--- config.mk ---
export PLATFORM = sky130hd
export DESIGN_NAME = light_morse_decoder_flat
export DESIGN_NICKNAME = d
export VERILOG_FILES = /design/src/rtl/lmd_pkg.sv /design/src/rtl/lmd_if.sv /design/src/rtl/lmd_queue.sv /design/src/rtl/lmd_front.sv /design/src/rtl/lmd_back.sv /design/src/rtl/light_morse_decoder.sv /design/src/flat_wrapper.sv
export SDC_FILE = /design/constraint.sdc
export NUM_CORES = 1
export LEC_CHECK = 0
export BUFFER_PORTS_ARGS = -buffer_cell sky130_fd_sc_hd__buf_2
export CAP_MARGIN = 20
export CORE_AREA = 8 8 178 180
export CTS_BUF_LIST = sky130_fd_sc_hd__clkbuf_4
export DETAILED_ROUTE_END_ITERATION = 16
export DIE_AREA = 0 0 186 188
export GPL_TIMING_DRIVEN = 0
export PLACE_DENSITY = 0.85
export SLEW_MARGIN = 15
export SYNTH_ARGS = -nofsm -noshare
export SYNTH_HDL_FRONTEND = slang
export SYNTH_SLANG_ARGS = --single-unit
export TNS_END_PERCENT = 100
--- constraint.sdc ---
create_clock -name i_clk -period 3.25 [get_ports i_clk]
set_input_delay 0.4875 -clock i_clk [delete_from_list [all_inputs] [get_ports i_clk]]
set_output_delay 0.4875 -clock i_clk [all_outputs]
set_load 0.02 [all_outputs]
--- src/rtl/lmd_pkg.sv ---
// lmd_pkg: shared types, codes and constants of the light Morse decoder.
// Used by the channel interfaces and by every lmd module.
// No dependencies.
package lmd_pkg;

    // Field widths fixed by the item format
    localparam int MODE_BITS      = 2;
    localparam int CHAR_BITS      = 8;
    localparam int THRESH_BITS    = 12;
    localparam int TICK_BITS      = 8;
    localparam int BRIGHT_BITS    = 16;
    localparam int CFG_INDEX_BITS = 3;
    localparam int CFG_DATA_BITS  = 12;

    // Input item modes
    localparam logic [MODE_BITS-1:0] MODE_TICK  = 2'd0;
    localparam logic [MODE_BITS-1:0] MODE_READ  = 2'd1;
    localparam logic [MODE_BITS-1:0] MODE_CLEAR = 2'd2;

    // Configuration register indexes
    localparam logic [CFG_INDEX_BITS-1:0] CFG_THRESHOLD  = 3'd0;
    localparam logic [CFG_INDEX_BITS-1:0] CFG_DOT_MAX    = 3'd1;
    localparam logic [CFG_INDEX_BITS-1:0] CFG_DASH_MAX   = 3'd2;
    localparam logic [CFG_INDEX_BITS-1:0] CFG_WORD_MIN   = 3'd3;
    localparam logic [CFG_INDEX_BITS-1:0] CFG_LETTER_GAP = 3'd4;

    // Configuration reset values
    localparam logic [THRESH_BITS-1:0] RST_THRESHOLD  = 12'd2322;
    localparam logic [TICK_BITS-1:0]   RST_DOT_MAX    = 8'd1;
    localparam logic [TICK_BITS-1:0]   RST_DASH_MAX   = 8'd4;
    localparam logic [TICK_BITS-1:0]   RST_WORD_MIN   = 8'd6;
    localparam logic [TICK_BITS-1:0]   RST_LETTER_GAP = 8'd5;

    // ASCII codes
    localparam logic [CHAR_BITS-1:0] CH_DOT   = 8'h2E;
    localparam logic [CHAR_BITS-1:0] CH_DASH  = 8'h2D;
    localparam logic [CHAR_BITS-1:0] CH_SPACE = 8'h20;
    localparam logic [CHAR_BITS-1:0] CH_A     = 8'h41;
    localparam logic [CHAR_BITS-1:0] CH_NUL   = 8'h00;

    // Letter table A..Z: symbol count and dash map (bit i set = symbol i is a dash)
    localparam int LETTER_COUNT = 26;
    localparam int LETTER_BITS  = 5;
    localparam logic [2:0] SYM_LEN [LETTER_COUNT] = '{
        3'd2, 3'd4, 3'd4, 3'd3, 3'd1, 3'd4, 3'd3, 3'd4, 3'd2, 3'd4, 3'd3, 3'd4, 3'd2,
        3'd2, 3'd3, 3'd4, 3'd4, 3'd3, 3'd3, 3'd1, 3'd3, 3'd4, 3'd3, 3'd4, 3'd4, 3'd4
    };
    localparam logic [3:0] SYM_BITS [LETTER_COUNT] = '{
        4'h2, 4'h1, 4'h5, 4'h1, 4'h0, 4'h4, 4'h3, 4'h0, 4'h0, 4'hE, 4'h5, 4'h2, 4'h3,
        4'h1, 4'h7, 4'h6, 4'hB, 4'h2, 4'h0, 4'h1, 4'h4, 4'h8, 4'h6, 4'h9, 4'hD, 4'h3
    };

    // Command queue between front and back
    localparam int QUEUE_DEPTH = 2;

    // Result kinds
    typedef enum logic [1:0] {
        KIND_ECHO = 2'd0,
        KIND_CHAR = 2'd1,
        KIND_END  = 2'd2
    } t_kind;

    // Commands for the back end
    typedef enum logic [1:0] {
        OP_TICK  = 2'd0,
        OP_READ  = 2'd1,
        OP_CLEAR = 2'd2
    } t_op;

    typedef struct packed {
        t_op                  op;
        logic                 echo_en;
        logic [CHAR_BITS-1:0] echo_char;
        logic                 app_en;
        logic [CHAR_BITS-1:0] app_char;
    } t_cmd;

    typedef struct packed {
        logic full;
        logic empty;
    } t_q_status;

    // Back end sequencer
    typedef enum logic [1:0] {
        BK_IDLE  = 2'd0,
        BK_FETCH = 2'd1,
        BK_EMIT  = 2'd2
    } t_back_state;

endpackage

--- src/rtl/lmd_if.sv ---
// lmd_if: valid/ready channel interfaces of the light Morse decoder.
// Depends on lmd_pkg.
interface lmd_in_if #(parameter int SAMPLE_BITS = 12);
    import lmd_pkg::*;
    logic                   valid;
    logic                   ready;
    logic [MODE_BITS-1:0]   mode;
    logic [SAMPLE_BITS-1:0] sample;
    modport source (output valid, output mode, output sample, input ready);
    modport sink   (input valid, input mode, input sample, output ready);
endinterface

interface lmd_out_if;
    import lmd_pkg::*;
    logic                 valid;
    logic                 ready;
    logic [1:0]           kind;
    logic [CHAR_BITS-1:0] char_code;
    logic                 last;
    modport source (output valid, output kind, output char_code, output last, input ready);
    modport sink   (input valid, input kind, input char_code, input last, output ready);
endinterface

interface lmd_cfg_if;
    import lmd_pkg::*;
    logic                      valid;
    logic                      ready;
    logic [CFG_INDEX_BITS-1:0] index;
    logic [CFG_DATA_BITS-1:0]  data;
    modport source (output valid, output index, output data, input ready);
    modport sink   (input valid, input index, input data, output ready);
endinterface

--- src/rtl/lmd_queue.sv ---
// lmd_queue: short command queue between the front and back ends.
// Depends on lmd_pkg.
module lmd_queue (
    input  logic               i_clk,
    input  logic               i_rst_n,
    input  logic               i_push,
    input  lmd_pkg::t_cmd      i_push_cmd,
    input  logic               i_pop,
    output lmd_pkg::t_cmd      o_head,
    output lmd_pkg::t_q_status o_status
);
    import lmd_pkg::*;

    localparam int PTR_BITS = (QUEUE_DEPTH > 1) ? $clog2(QUEUE_DEPTH) : 1;
    localparam int CNT_BITS = $clog2(QUEUE_DEPTH + 1);

    t_cmd                r_mem [QUEUE_DEPTH];
    logic [PTR_BITS-1:0] r_wr_ptr, n_wr_ptr;
    logic [PTR_BITS-1:0] r_rd_ptr, n_rd_ptr;
    logic [CNT_BITS-1:0] r_count, n_count;
    logic                w_push, w_pop;

    // Guard against push when full and pop when empty
    assign w_push = i_push && (r_count != CNT_BITS'(QUEUE_DEPTH));
    assign w_pop  = i_pop && (r_count != '0);

    always_comb begin
        n_wr_ptr = r_wr_ptr;
        n_rd_ptr = r_rd_ptr;
        n_count  = r_count;
        if (w_push) begin
            n_wr_ptr = (r_wr_ptr == PTR_BITS'(QUEUE_DEPTH - 1)) ? '0 : r_wr_ptr + 1'b1;
        end
        if (w_pop) begin
            n_rd_ptr = (r_rd_ptr == PTR_BITS'(QUEUE_DEPTH - 1)) ? '0 : r_rd_ptr + 1'b1;
        end
        if (w_push && !w_pop) begin
            n_count = r_count + 1'b1;
        end else if (w_pop && !w_push) begin
            n_count = r_count - 1'b1;
        end
    end

    always_ff @(posedge i_clk) begin
        if (!i_rst_n) begin
            r_wr_ptr <= '0;
            r_rd_ptr <= '0;
            r_count  <= '0;
        end else begin
            r_wr_ptr <= n_wr_ptr;
            r_rd_ptr <= n_rd_ptr;
            r_count  <= n_count;
        end
    end

    // Entry storage, no reset
    always_ff @(posedge i_clk) begin
        if (w_push) begin
            r_mem[r_wr_ptr] <= i_push_cmd;
        end
    end

    assign o_head         = r_mem[r_rd_ptr];
    assign o_status.full  = (r_count == CNT_BITS'(QUEUE_DEPTH));
    assign o_status.empty = (r_count == '0);

endmodule

--- src/rtl/lmd_front.sv ---
// lmd_front: accepts items and config writes, tracks bright/dark runs and the
// symbol code, decodes letters and issues commands to the queue.
// Depends on lmd_pkg and lmd_if.
module lmd_front #(
    parameter int MAX_SYMBOLS = 4,
    parameter int SAMPLE_BITS = 12
) (
    input  logic               i_clk,
    input  logic               i_rst_n,
    lmd_in_if.sink             i_in,
    lmd_cfg_if.sink            i_cfg,
    input  lmd_pkg::t_q_status i_q_status,
    output logic               o_push,
    output lmd_pkg::t_cmd      o_push_cmd
);
    import lmd_pkg::*;

    localparam int CMP_BITS = (SAMPLE_BITS > THRESH_BITS) ? SAMPLE_BITS : THRESH_BITS;
    localparam int PAT_BITS = MAX_SYMBOLS;
    localparam int LEN_BITS = $clog2(MAX_SYMBOLS + 1);

    // Configuration registers
    logic [THRESH_BITS-1:0] r_threshold;
    logic [TICK_BITS-1:0]   r_dot_max;
    logic [TICK_BITS-1:0]   r_dash_max;
    logic [TICK_BITS-1:0]   r_word_min;
    logic [TICK_BITS-1:0]   r_letter_gap;

    // Run and code state
    logic [BRIGHT_BITS-1:0] r_bright, n_bright;
    logic [TICK_BITS-1:0]   r_dark, n_dark;
    logic [PAT_BITS-1:0]    r_pat, n_pat;
    logic [LEN_BITS-1:0]    r_len, n_len;
    logic                   r_inv, n_inv;

    logic                   w_accept;
    logic                   w_bright;
    logic [TICK_BITS-1:0]   w_dark_inc;
    logic                   w_sym_en;
    logic                   w_sym_dash;
    logic                   w_found;
    logic [LETTER_BITS-1:0] w_letter;
    t_cmd                   w_cmd;

    assign i_cfg.ready = 1'b1;
    assign i_in.ready  = !i_q_status.full;
    assign w_accept    = i_in.valid && !i_q_status.full;

    // Config writes; indexes past the list are dropped
    always_ff @(posedge i_clk) begin
        if (!i_rst_n) begin
            r_threshold  <= RST_THRESHOLD;
            r_dot_max    <= RST_DOT_MAX;
            r_dash_max   <= RST_DASH_MAX;
            r_word_min   <= RST_WORD_MIN;
            r_letter_gap <= RST_LETTER_GAP;
        end else if (i_cfg.valid) begin
            unique case (i_cfg.index)
                CFG_THRESHOLD:  r_threshold  <= i_cfg.data;
                CFG_DOT_MAX:    r_dot_max    <= i_cfg.data[TICK_BITS-1:0];
                CFG_DASH_MAX:   r_dash_max   <= i_cfg.data[TICK_BITS-1:0];
                CFG_WORD_MIN:   r_word_min   <= i_cfg.data[TICK_BITS-1:0];
                CFG_LETTER_GAP: r_letter_gap <= i_cfg.data[TICK_BITS-1:0];
                default: ;
            endcase
        end
    end

    // Tick classification, code collection and letter decode
    always_comb begin
        n_bright   = r_bright;
        n_dark     = r_dark;
        n_pat      = r_pat;
        n_len      = r_len;
        n_inv      = r_inv;
        w_sym_en   = 1'b0;
        w_sym_dash = 1'b0;
        w_found    = 1'b0;
        w_letter   = '0;
        w_dark_inc = (r_dark == '1) ? r_dark : r_dark + 1'b1;
        w_bright   = CMP_BITS'(i_in.sample) > CMP_BITS'(r_threshold);

        w_cmd.op        = OP_TICK;
        w_cmd.echo_en   = 1'b0;
        w_cmd.echo_char = CH_DOT;
        w_cmd.app_en    = 1'b0;
        w_cmd.app_char  = CH_SPACE;

        if (w_bright) begin
            n_bright = (r_bright == '1) ? r_bright : r_bright + 1'b1;
            n_dark   = '0;
        end else begin
            // End of a bright run: dot, dash, or word space; a run between the dash and word limits gives no symbol
            if (r_bright != '0) begin
                if (r_bright <= BRIGHT_BITS'(r_dot_max)) begin
                    w_cmd.echo_en   = 1'b1;
                    w_cmd.echo_char = CH_DOT;
                    w_sym_en        = 1'b1;
                end else if (r_bright <= BRIGHT_BITS'(r_dash_max)) begin
                    w_cmd.echo_en   = 1'b1;
                    w_cmd.echo_char = CH_DASH;
                    w_sym_en        = 1'b1;
                    w_sym_dash      = 1'b1;
                end else if (r_bright >= BRIGHT_BITS'(r_word_min)) begin
                    w_cmd.echo_en   = 1'b1;
                    w_cmd.echo_char = CH_SPACE;
                    w_cmd.app_en    = 1'b1;
                    n_inv           = 1'b1;
                end
                n_bright = '0;
            end
            if (w_sym_en) begin
                if (r_len < LEN_BITS'(MAX_SYMBOLS)) begin
                    n_pat = r_pat | ({{(PAT_BITS-1){1'b0}}, w_sym_dash} << r_len);
                    n_len = r_len + 1'b1;
                end else begin
                    n_inv = 1'b1;
                end
            end
            n_dark = w_dark_inc;
            // Letter gap reached: look up the code, then start a new one
            if (w_dark_inc >= r_letter_gap) begin
                for (int i = 0; i < LETTER_COUNT; i++) begin
                    if (!w_found && n_len == LEN_BITS'(SYM_LEN[i])
                            && n_pat == PAT_BITS'(SYM_BITS[i])) begin
                        w_found  = 1'b1;
                        w_letter = LETTER_BITS'(i);
                    end
                end
                if (w_found && !n_inv && n_len != '0) begin
                    w_cmd.app_en   = 1'b1;
                    w_cmd.app_char = CH_A + CHAR_BITS'(w_letter);
                end
                n_pat  = '0;
                n_len  = '0;
                n_inv  = 1'b0;
                n_dark = '0;
            end
        end

        // Read and clear go straight to the back end
        if (i_in.mode == MODE_READ) begin
            w_cmd.op = OP_READ;
        end else if (i_in.mode == MODE_CLEAR) begin
            w_cmd.op = OP_CLEAR;
        end
    end

    always_ff @(posedge i_clk) begin
        if (!i_rst_n) begin
            r_bright <= '0;
            r_dark   <= '0;
            r_pat    <= '0;
            r_len    <= '0;
            r_inv    <= 1'b0;
        end else if (w_accept && i_in.mode == MODE_TICK) begin
            r_bright <= n_bright;
            r_dark   <= n_dark;
            r_pat    <= n_pat;
            r_len    <= n_len;
            r_inv    <= n_inv;
        end
    end

    // Enqueue only items that leave work for the back end
    always_comb begin
        o_push_cmd = w_cmd;
        case (i_in.mode) inside
            MODE_TICK:               o_push = w_accept && (w_cmd.echo_en || w_cmd.app_en);
            MODE_READ, MODE_CLEAR:   o_push = w_accept;
            default:                 o_push = 1'b0;
        endcase
    end

endmodule

--- src/rtl/lmd_back.sv ---
// lmd_back: runs queued commands: echoes, message appends, clear and the
// message read stream, with the output register.
// Depends on lmd_pkg and lmd_if.
module lmd_back #(
    parameter int MESSAGE_DEPTH = 32
) (
    input  logic          i_clk,
    input  logic          i_rst_n,
    input  logic          i_cmd_valid,
    input  lmd_pkg::t_cmd i_cmd,
    output logic          o_pop,
    lmd_out_if.source     o_out
);
    import lmd_pkg::*;

    localparam int LEN_BITS  = $clog2(MESSAGE_DEPTH + 1);
    localparam int ADDR_BITS = (MESSAGE_DEPTH > 1) ? $clog2(MESSAGE_DEPTH) : 1;

    t_back_state          r_state, n_state;
    logic [LEN_BITS-1:0]  r_len, n_len;
    logic [LEN_BITS-1:0]  r_idx, n_idx;
    logic [CHAR_BITS-1:0] r_mem [MESSAGE_DEPTH];
    logic [CHAR_BITS-1:0] r_rd_data;
    logic                 w_we;

    logic                 r_out_valid;
    t_kind                r_kind, n_kind;
    logic [CHAR_BITS-1:0] r_char, n_char;
    logic                 r_last, n_last;
    logic                 w_load;
    logic                 w_out_free;

    assign w_out_free = !r_out_valid || o_out.ready;

    // Sequencer: next state and command handling
    always_comb begin
        n_state = r_state;
        n_len   = r_len;
        n_idx   = r_idx;
        o_pop   = 1'b0;
        w_we    = 1'b0;
        w_load  = 1'b0;
        n_kind  = KIND_ECHO;
        n_char  = i_cmd.echo_char;
        n_last  = 1'b1;
        unique case (r_state)
            BK_IDLE: begin
                if (i_cmd_valid) begin
                    unique case (i_cmd.op)
                        OP_TICK: begin
                            if (!i_cmd.echo_en || w_out_free) begin
                                o_pop  = 1'b1;
                                w_load = i_cmd.echo_en;
                                if (i_cmd.app_en && r_len < LEN_BITS'(MESSAGE_DEPTH)) begin
                                    w_we  = 1'b1;
                                    n_len = r_len + 1'b1;
                                end
                            end
                        end
                        OP_READ: begin
                            n_idx   = '0;
                            n_state = BK_FETCH;
                        end
                        OP_CLEAR: begin
                            o_pop = 1'b1;
                            n_len = '0;
                        end
                        default: o_pop = 1'b1;
                    endcase
                end
            end
            BK_FETCH: begin
                n_state = BK_EMIT;
            end
            BK_EMIT: begin
                if (w_out_free) begin
                    w_load = 1'b1;
                    if (r_idx == r_len) begin
                        n_kind  = KIND_END;
                        n_char  = CH_NUL;
                        n_last  = 1'b1;
                        o_pop   = 1'b1;
                        n_state = BK_IDLE;
                    end else begin
                        n_kind  = KIND_CHAR;
                        n_char  = r_rd_data;
                        n_last  = 1'b0;
                        n_idx   = r_idx + 1'b1;
                        n_state = BK_FETCH;
                    end
                end
            end
            default: n_state = BK_IDLE;
        endcase
    end

    always_ff @(posedge i_clk) begin
        if (!i_rst_n) begin
            r_state <= BK_IDLE;
            r_len   <= '0;
            r_idx   <= '0;
        end else begin
            r_state <= n_state;
            r_len   <= n_len;
            r_idx   <= n_idx;
        end
    end

    // Message store: write at the fill point, registered read at the stream index
    always_ff @(posedge i_clk) begin
        if (w_we) begin
            r_mem[r_len[ADDR_BITS-1:0]] <= i_cmd.app_char;
        end
        r_rd_data <= r_mem[r_idx[ADDR_BITS-1:0]];
    end

    // Output register
    always_ff @(posedge i_clk) begin
        if (!i_rst_n) begin
            r_out_valid <= 1'b0;
        end else if (w_load) begin
            r_out_valid <= 1'b1;
        end else if (o_out.ready) begin
            r_out_valid <= 1'b0;
        end
    end

    always_ff @(posedge i_clk) begin
        if (w_load) begin
            r_kind <= n_kind;
            r_char <= n_char;
            r_last <= n_last;
        end
    end

    assign o_out.valid     = r_out_valid;
    assign o_out.kind      = r_kind;
    assign o_out.char_code = r_char;
    assign o_out.last      = r_last;

endmodule

--- src/rtl/light_morse_decoder.sv ---
// light_morse_decoder: one input item per cycle while the command queue has room.
// A tick result passes through the command queue and then the output register; a
// read item streams its stored characters, paced by the registered message store read.
// Ticks with neither echo nor append cost the back end nothing; echo ticks wait for a
// free output register, while append-only ticks and clears are taken without waiting for it.
// Reset is synchronous, active low: thresholds return to defaults, the code, the run
// counters, queue and message length clear; the store needs no clearing pass.
module light_morse_decoder #(
    parameter int MESSAGE_DEPTH = 32,
    parameter int MAX_SYMBOLS   = 4,
    parameter int SAMPLE_BITS   = 12
) (
    input  logic      i_clk,
    input  logic      i_rst_n,
    lmd_in_if.sink    i_in,
    lmd_cfg_if.sink   i_cfg,
    lmd_out_if.source o_out
);
    import lmd_pkg::*;

    logic      w_push;
    t_cmd      w_push_cmd;
    logic      w_pop;
    t_cmd      w_head;
    t_q_status w_q_status;

    // Front end: classify ticks and decode letters
    lmd_front #(
        .MAX_SYMBOLS (MAX_SYMBOLS),
        .SAMPLE_BITS (SAMPLE_BITS)
    ) u_front (
        .i_clk      (i_clk),
        .i_rst_n    (i_rst_n),
        .i_in       (i_in),
        .i_cfg      (i_cfg),
        .i_q_status (w_q_status),
        .o_push     (w_push),
        .o_push_cmd (w_push_cmd)
    );

    // Command queue
    lmd_queue u_queue (
        .i_clk      (i_clk),
        .i_rst_n    (i_rst_n),
        .i_push     (w_push),
        .i_push_cmd (w_push_cmd),
        .i_pop      (w_pop),
        .o_head     (w_head),
        .o_status   (w_q_status)
    );

    // Back end: message store and result stream
    lmd_back #(
        .MESSAGE_DEPTH (MESSAGE_DEPTH)
    ) u_back (
        .i_clk       (i_clk),
        .i_rst_n     (i_rst_n),
        .i_cmd_valid (!w_q_status.empty),
        .i_cmd       (w_head),
        .o_pop       (w_pop),
        .o_out       (o_out)
    );

`ifndef NO_ASSERTIONS
    // Echo and end beats close their item; message characters never do
    a_last_kind: assert property (@(posedge i_clk) disable iff (!i_rst_n)
        o_out.valid |-> (o_out.last == (o_out.kind != KIND_CHAR)))
        else $error("last flag does not match result kind");

    // Echoed symbols are only dot, dash or space
    a_echo_char: assert property (@(posedge i_clk) disable iff (!i_rst_n)
        (o_out.valid && o_out.kind == KIND_ECHO) |->
        (o_out.char_code == CH_DOT || o_out.char_code == CH_DASH
         || o_out.char_code == CH_SPACE))
        else $error("bad echo symbol");

    // Queue status is consistent
    a_queue_status: assert property (@(posedge i_clk) disable iff (!i_rst_n)
        !(w_q_status.full && w_q_status.empty))
        else $error("queue both full and empty");

    // A push is never issued into a full queue
    a_no_overflow: assert property (@(posedge i_clk) disable iff (!i_rst_n)
        w_push |-> !w_q_status.full)
        else $error("command pushed into full queue");
`endif

endmodule
--- src/flat_wrapper.sv ---
// flat-port wrapper written by rule: the top's interface ports become plain ports
module light_morse_decoder_flat import lmd_pkg::*;
#(
    parameter int MESSAGE_DEPTH = 32,
    parameter int MAX_SYMBOLS   = 4,
    parameter int SAMPLE_BITS   = 12
)
  (i_clk, i_rst_n, i_in_valid, i_in_mode, i_in_sample, i_in_ready, i_cfg_valid, i_cfg_index, i_cfg_data, i_cfg_ready, o_out_valid, o_out_kind, o_out_char_code, o_out_last, o_out_ready);
  lmd_in_if #(.SAMPLE_BITS(SAMPLE_BITS)) i_in_i ();
  lmd_cfg_if i_cfg_i ();
  lmd_out_if o_out_i ();
  input  logic i_clk;
  input  logic i_rst_n;
  input wire logic [$bits(i_in_i.valid)-1:0] i_in_valid;
  input wire logic [$bits(i_in_i.mode)-1:0] i_in_mode;
  input wire logic [$bits(i_in_i.sample)-1:0] i_in_sample;
  output wire logic [$bits(i_in_i.ready)-1:0] i_in_ready;
  input wire logic [$bits(i_cfg_i.valid)-1:0] i_cfg_valid;
  input wire logic [$bits(i_cfg_i.index)-1:0] i_cfg_index;
  input wire logic [$bits(i_cfg_i.data)-1:0] i_cfg_data;
  output wire logic [$bits(i_cfg_i.ready)-1:0] i_cfg_ready;
  output wire logic [$bits(o_out_i.valid)-1:0] o_out_valid;
  output wire logic [$bits(o_out_i.kind)-1:0] o_out_kind;
  output wire logic [$bits(o_out_i.char_code)-1:0] o_out_char_code;
  output wire logic [$bits(o_out_i.last)-1:0] o_out_last;
  input wire logic [$bits(o_out_i.ready)-1:0] o_out_ready;
  assign i_in_i.valid = i_in_valid;
  assign i_in_i.mode = i_in_mode;
  assign i_in_i.sample = i_in_sample;
  assign i_in_ready = i_in_i.ready;
  assign i_cfg_i.valid = i_cfg_valid;
  assign i_cfg_i.index = i_cfg_index;
  assign i_cfg_i.data = i_cfg_data;
  assign i_cfg_ready = i_cfg_i.ready;
  assign o_out_valid = o_out_i.valid;
  assign o_out_kind = o_out_i.kind;
  assign o_out_char_code = o_out_i.char_code;
  assign o_out_last = o_out_i.last;
  assign o_out_i.ready = o_out_ready;
  light_morse_decoder #(.MESSAGE_DEPTH(MESSAGE_DEPTH), .MAX_SYMBOLS(MAX_SYMBOLS), .SAMPLE_BITS(SAMPLE_BITS)) u_core (.i_clk(i_clk), .i_rst_n(i_rst_n), .i_in(i_in_i), .i_cfg(i_cfg_i), .o_out(o_out_i));
endmodule
==> impl_results.md, run 1 <==
- Yosys cell types: 83
- Syn-to-layout area delta: 18.1%
- P_leak: 6.50 nW
- Num rows: 63
- Tmin final: 3.58 ns
- Final setup violation count: 37
- Clk_skew: 0.0644 ns
- Share of layout cells above drive strength 1: 31.4%
- CORE AREA: 29000 um2
- Worst Path Max Fanout: 8
- Fmax: 279 MHz
- Post-DP HPWL: 25.6 mm
- Hold slack: 0.0998 ns
- Die ar.: 35000 um2
- Final nets: 1503
- Via count: 11.1k
- Final setup margin: -0.328 ns
- Final Non-Filler Cells: 1867
- Mapped Cells: 1226
- Final Cycle Share: 110%
- Die X-Extent: 186 um
- Count of input and output buffers: 44
- I/O pin count: 48
- Post-route ant nets: 0
- Peak VDD IR: 0.249 mV
- Placed cell count: 1660
- Failing checks: negative setup slack
- H-tree lvl count: 3
- Drt wl/cell: 21.2 um
- Drt drc: 0
- Cell depth of the worst hold path: 3
- Status: finished with violations
- Fin util: 66.8%
- FFs w/ async S/R, synth: 0%
- RSZ-0062 raised after global routing: yes
- Register bit total from synthesis: 365
- Crit start category: register
- Initial Utilization: 56.6%
- Clock Pin Slew Worst Setup and Hold Paths: 0.07 ns
- CTS tree: built
- Die Y: 188 um
- Worst skew pair latency: 0.76 ns
- DRT Pass-1 Iters: 5
- Reg2Reg Depth: 15
- Final RePlAce weighted congestion: 0.879
- Critical Path AT: 3.98 ns
- Pwr Total: 0.00977 W
- Number of enable flip-flop cells after synthesis: 262
- Sequential share of the synthesized area: 60.5%
- Pin count of the biggest net entering global routing: 33
- Commonest non-fill, non-tap cell in the layout: edfxtp_1
- Max-slew headroom: 39.5%
- CTS root buf: clkbuf_4
- Initial DRC Count: 1011
- CTS Buf Count: 87
- First-pass GRT wire length: 59.7 mm
- Clock tree buffer depth: 3
- Synth warnings: 0
- Hold/Removal Path Class: in2reg
- Syn Nets: 1318
- Final WL: 39.6 mm
- Ys flop type: edfxtp_1
- DR vias/cell: 5.93
- Mapped Area: 16400 um2
- Worst setup EP type: register
- PD cells: 504 nW/um2
- Max cap viols: 0
- Vias in the first global route: 11.2k
- Initial antenna violation count: 1
- Grt total ovfl: 0
- Average size of a mapped cell: 13.4 um2
- Most frequent cells in the layout: 262 x edfxtp_1, 125 x clkbuf_4, 118 x nand2_1, 90 x dfxtp_1, 70 x mux4_2
- TritonCTS Sinks: 365
- Worst EP required: 3.66 ns
- All-layer global routing usage: 21.9%
- Hold Violations, Final: 0
- Worst slew pin tran: 0.907 ns
- Slew Viols, Final: 0
- WS Path Type: reg2reg
[Yosys cell counts, drive strengths merged, types with 4 or more instances]
library cell  number  area [um2]
nor2             105         394
nand3b             4        30.0
a21oi             32         194
edfxtp           262        7870
nor2b             23         146
dfxtp            103        2060
a31oi              6        43.8
o21a               6        45.0
mux2              17         191
nand2b            13        81.3
buf               18        97.6
a22oi              9        67.6
xnor2             15         131
nor3              17        96.4
a21boi            39         293
nor4              10        98.8
xor2              19         166
ha                58         726
mux4              70        1580
inv               57         214
or3                4        25.0
nand2            125         474
mux2i              9        93.8
a21o               8        60.1
and3               7        43.8
or2                5        31.3
o21ai             28         148
and2              15        96.3
clkbuf            34         128
nand4             18         113
nand3             28         145
o211ai            13         103
[sequential cells by signal (all words and copies together) (netlist names), 3 cells and up, named ones only]
name	count
u_core.u_front.r_dot_max	8
u_core.u_front.r_dash_max	8
u_core.u_back.r_rd_data	7
u_core.u_back.o_out.char_code	7
u_core.u_queue.r_mem	28
u_core.u_back.r_len	6
u_core.u_front.r_threshold	12
u_core.u_front.r_pat	4
u_core.u_back.r_idx	6
u_core.u_front.r_len	3
u_core.u_back.r_mem	224
u_core.u_front.r_bright	16
u_core.u_front.r_word_min	8
u_core.u_front.r_dark	8
u_core.u_front.r_letter_gap	8
[stage by stage]
| stage | TNS [ns] | area, um2 | worst slack (ns) |
|---|---|---|---|
| after floorplan | -2.71 | 16600 | -0.176 |
| after global placement | -21.34 | 17300 | -0.610 |
| after detailed placement | -26.43 | 17300 | -0.688 |
| after CTS | -11.49 | 18800 | -0.367 |
| after global routing | -16.71 | 19400 | -0.529 |
| final | -10.11 | 19400 | -0.328 |
[report_power, final]
part / internal [W] / total (W) / switching (W)
clock network: 0.00188 / 0.00370 / 0.00183
logic: 0.000279 / 0.000824 / 0.000545
registers: 0.00520 / 0.00525 / 0.0000474
[kinds of logic (layout without fill, tap and decap cells)]
family | count (synthesis) | count (layout) | share of synthesized area, %
compound gates | 177 | 177 | 7.89
xor+xnor | 34 | 34 | 1.81
fa+ha+maj | 58 | 58 | 4.42
buf+inv | 110 | 358 | 2.70
flops | 365 | 365 | 60.5
mux | 96 | 96 | 11.3
other cells | 2 | 3 | 0.0457
simple gates | 384 | 386 | 11.3
[per-layer routing]
metal  routed length, um  GRT usage, %
met3                2830          4.84
met2               20200          38.0
met1               15100          26.2
met5                   0             0
met4                1460          8.03
[critical path, cell delays in order, from the launching register on]
cell      delay [ns]
dfxtp_4         0.41
ha_4            0.22
nor2b_4         0.11
o211ai_1        0.18
a21oi_2         0.11
o21bai_4        0.30
nor3_4          0.12
or3_1           0.38
buf_6           0.16
nor4_4          0.28
a221oi_2        0.06
a31o_1          0.26
a21oi_4         0.19
buf_4           0.15
buf_6           0.10
and2b_4         0.22
[repair_timing]
action	4_1_cts	5_1_grt
endpoints found under the setup margin	67	278
hold buffers	4	0
pin swaps	26	32
hold endpoints to repair	4	0
gates cloned	0	2
setup buffers	28	19
gates resized for setup	44	97
[path summary, 6_finish.rpt]
check	start	end	slack, ns
worst max-delay path	u_core.u_front.r_bright[1]	u_core.u_queue.r_mem[0][17]	-0.33
worst min-delay path	i_cfg_data[2]	u_core.u_front.r_threshold[2]	0.1
worst max register to register	u_core.u_front.r_bright[1]	u_core.u_queue.r_mem[0][17]	-0.33
worst min register to register	u_core.u_front.r_dot_max[5]	u_core.u_front.r_dot_max[5]	0.46
[area by class of cell]
cell class	count	area, um2
flip-flops and latches	365	9960
fillers	1991	9620
multi-input cells	753	6710
clock buffers	125	938
repair buffers	96	672
well taps	390	488
plain buffers	50	220
inverters	58	218
clock inverters	29	175
diodes	1	2.50
Power figures use the tool's default switching activity.
==> run 2: changes to the inputs <==
SETUP_SLACK_MARGIN = 0.02   (was not set)
==> impl_results.md, run 2 (same netlist as run 1, synthesis figures left out) <==
- Status: finished with violations (unchanged)
- Failing checks: negative setup slack (unchanged)
- Peak VDD IR: 0.249 mV (about the same)
- WS Path Type: reg2reg (unchanged)
- All-layer global routing usage: 21.9% (about the same)
- Final Non-Filler Cells: 1869 (was 1867)
- Crit path cell chain: ha_4 > nor2b_4 > o211ai_1 > a21oi_2 > o21bai_4 > nor3_4 > or3_1 > buf_6 > nor4_4 > a221oi_2 > a31o_1 > a21oi_4 > buf_4 > buf_6 > and2b_4 (unchanged)
- P_leak: 6.52 nW (was 6.50 nW)
- CTS root buf: clkbuf_4 (unchanged)
- Drt drc: 0 (unchanged)
- Initial Utilization: 56.6% (unchanged)
- Dpl ws: -0.688 ns (unchanged)
- Critical Path AT: 3.99 ns (was 3.98 ns)
- Fill cells: 1978 (was 1991)
- Placed cell count: 1660 (unchanged)
- RSZ-0062 raised after global routing: yes (unchanged)
- Most used cell along the critical path: buf_6 (unchanged)
- Clk_skew: 0.0378 ns (was 0.0644 ns)
- PD cells: 503 nW/um2 (was 504 nW/um2)
- CTS Buf Count: 87 (unchanged)
- Reg-to-reg critical path startpoint: u_core.u_front.r_bright[1] (unchanged)
- Die X-Extent: 186 um (unchanged)
- Final RePlAce weighted congestion: 0.879 (unchanged)
- Final setup margin: -0.328 ns (about the same)
- TritonCTS Sinks: 365 (unchanged)
- Slew Viols, Final: 0 (unchanged)
- Cell depth of the worst hold path: 3 (unchanged)
- Top reg by flops: u_core.u_back.r_mem (unchanged)
- Slowest stage cell on the critical path: dfxtp_4 (unchanged)
- Worst EP required: 3.66 ns (about the same)
- Grt total ovfl: 0 (unchanged)
- DR vias/cell: 5.96 (was 5.93)
- Commonest non-fill, non-tap cell in the layout: edfxtp_1 (unchanged)
- Initial DRC Count: 1076 (was 1011)
- Die ar.: 35000 um2 (unchanged)
- Max-slew headroom: 39.5% (about the same)
- Met3 Use GR: 4.74% (was 4.84%)
- Crit start category: register (unchanged)
- Reg2Reg Depth: 15 (unchanged)
- Final WL: 39.4 mm (was 39.6 mm)
- Via count: 11.1k (about the same)
- Top Usage Layer GRT: met2 (unchanged)
- Worst skew pair latency: 0.72 ns (was 0.76 ns)
- Final setup violation count: 37 (unchanged)
- Tmin final: 3.58 ns (about the same)
- Post-DP HPWL: 25.6 mm (unchanged)
- Reg-to-reg endpoint: u_core.u_queue.r_mem[0][17] (unchanged)
- Fmax: 280 MHz (was 279 MHz)
- Drt wl/cell: 21.1 um (was 21.2 um)
- Syn-to-layout area delta: 18.2% (was 18.1%)
- First-pass GRT wire length: 59.6 mm (was 59.7 mm)
- H-tree lvl count: 3 (unchanged)
- CP max stage delay: 0.41 ns (about the same)
- Largest register FFs: 224 (unchanged)
- Hold slack: 0.0893 ns (was 0.0998 ns)
- Regs by FF count: u_core.u_back.r_mem: 224 flops, u_core.u_queue.r_mem: 28 flops, u_core.u_front.r_bright: 16 flops (unchanged)
- M1 GR Usage: 26.2% (unchanged)
- Pin count of the biggest net entering global routing: 33 (unchanged)
- Worst Path Max Fanout: 8 (unchanged)
- Met2 Usage GRT: 37.9% (was 38.0%)
- Crit path from: u_core.u_front.r_bright[1] (unchanged)
- Most frequent cells in the layout: 262 x edfxtp_1, 125 x clkbuf_4, 118 x nand2_1, 89 x dfxtp_1, 70 x mux4_2 (was 262 x edfxtp_1, 125 x clkbuf_4, 118 x nand2_1, 90 x dfxtp_1, 70 x mux4_2)
- Vias in the first global route: 11.2k (about the same)
- I/O pin count: 48 (unchanged)
- Post-route ant nets: 0 (unchanged)
- Die Y: 188 um (unchanged)
- Final nets: 1505 (was 1503)
- Critical Path End: u_core.u_queue.r_mem[0][17] (unchanged)
- Share of layout cells above drive strength 1: 31.5% (was 31.4%)
- Num rows: 63 (unchanged)
- Count of input and output buffers: 44 (unchanged)
- Max cap viols: 0 (unchanged)
- Initial antenna violation count: 1 (unchanged)
- Reg2Reg Setup Slack: -0.33 ns (about the same)
- Hold/Removal Path Class: in2reg (unchanged)
- Worst setup EP type: register (unchanged)
- CTS tree: built (unchanged)
- Hold Violations, Final: 0 (unchanged)
- Worst slew pin tran: 0.904 ns (was 0.907 ns)
- CORE AREA: 29000 um2 (unchanged)
- Clock tree buffer depth: 3 (unchanged)
- Clock Pin Slew Worst Setup and Hold Paths: 0.07 ns (about the same)
- DRT Pass-1 Iters: 5 (unchanged)
- Final Cycle Share: 110% (about the same)
[run 2: changes by cell type in the layout (fill, tap and decap cells not counted)]
cell     before  now
dfxtp_1      90   89
dfxtp_2       6    7
nor2_2       18   15
nor2_4       18   21
buf_4        42   44
[run 2: worst min-delay path by stage]
| stage | start | end | slack [ns] |
|---|---|---|---|
| after floorplan | u_core.u_front.r_inv | u_core.u_front.r_inv | 0.44 |
| after global placement | u_core.u_front.r_dash_max[4] | u_core.u_front.r_dash_max[4] | 0.45 |
| after detailed placement | u_core.u_front.r_threshold[2] | u_core.u_front.r_threshold[2] | 0.46 |
| after CTS | i_cfg_data[2] | u_core.u_front.r_threshold[2] | 0.04 |
| after global routing | i_cfg_data[2] | u_core.u_front.r_threshold[2] | 0.06 |
| final | i_cfg_data[2] | u_core.u_front.r_threshold[2] | 0.09 |
[run 2: through the flow]
step | utilization, % | power (W) | TNS, ns | area, um2
CTS | 65.0 | 0.00975 | -11.47 | 18800
floorplan | - | 0.00580 | -2.71 | 16600
detailed placement | 59.6 | 0.00608 | -26.43 | 17300
finish | 67.0 | 0.00977 | -10.15 | 19400
global placement | 59.6 | 0.00603 | -21.34 | 17300
global route | 67.0 | 0.0101 | -16.92 | 19400
[run 2: per-layer routing]
metal / up-vias / wire length (um)
li1: 5015 / -
met5: - / 0
met1: 5416 / 14800
met2: 611 / 20200
met4: 0 / 1060
met3: 104 / 3250
[run 2: critical path, delay by kind of cell, from the launching register on]
kind | cells | cell delay (ns)
adders and majority gates | 1 | 0.22
buffers and inverters | 3 | 0.41
DFF | 1 | 0.41
and+or+nand+nor | 5 | 1.11
AOI/OAI and AO/OA | 6 | 1.10
[run 2: cell type report]
type / count / area, um2 / area share (%)
clock buffers: 125 / 938 / 4.83
flip-flops and latches: 365 / 9960 / 51.3
diodes: 1 / 2.50 / 0.0129
clock inverters: 29 / 175 / 0.902
well taps: 390 / 488 / 2.51
repair buffers: 98 / 687 / 3.54
inverters: 58 / 218 / 1.12
multi-input cells: 753 / 6730 / 34.6
plain buffers: 50 / 220 / 1.13
[run 2: timing repair]
item	CTS	global route
gates cloned	0	2
hold buffers	4	0
endpoints found under the setup margin	78	268
pin swaps	26	33
resized for setup	48	97
buffers inserted	28	21
hold endpoints to repair	4	0
[run 2: power by group]
| group | switching (W) | internal, W | leakage [nW] |
|---|---|---|---|
| Sequential | 0.0000471 | 0.00520 | 3.18 |
| Clock | 0.00182 | 0.00188 | 0.662 |
| Combinational | 0.000545 | 0.000280 | 2.67 |
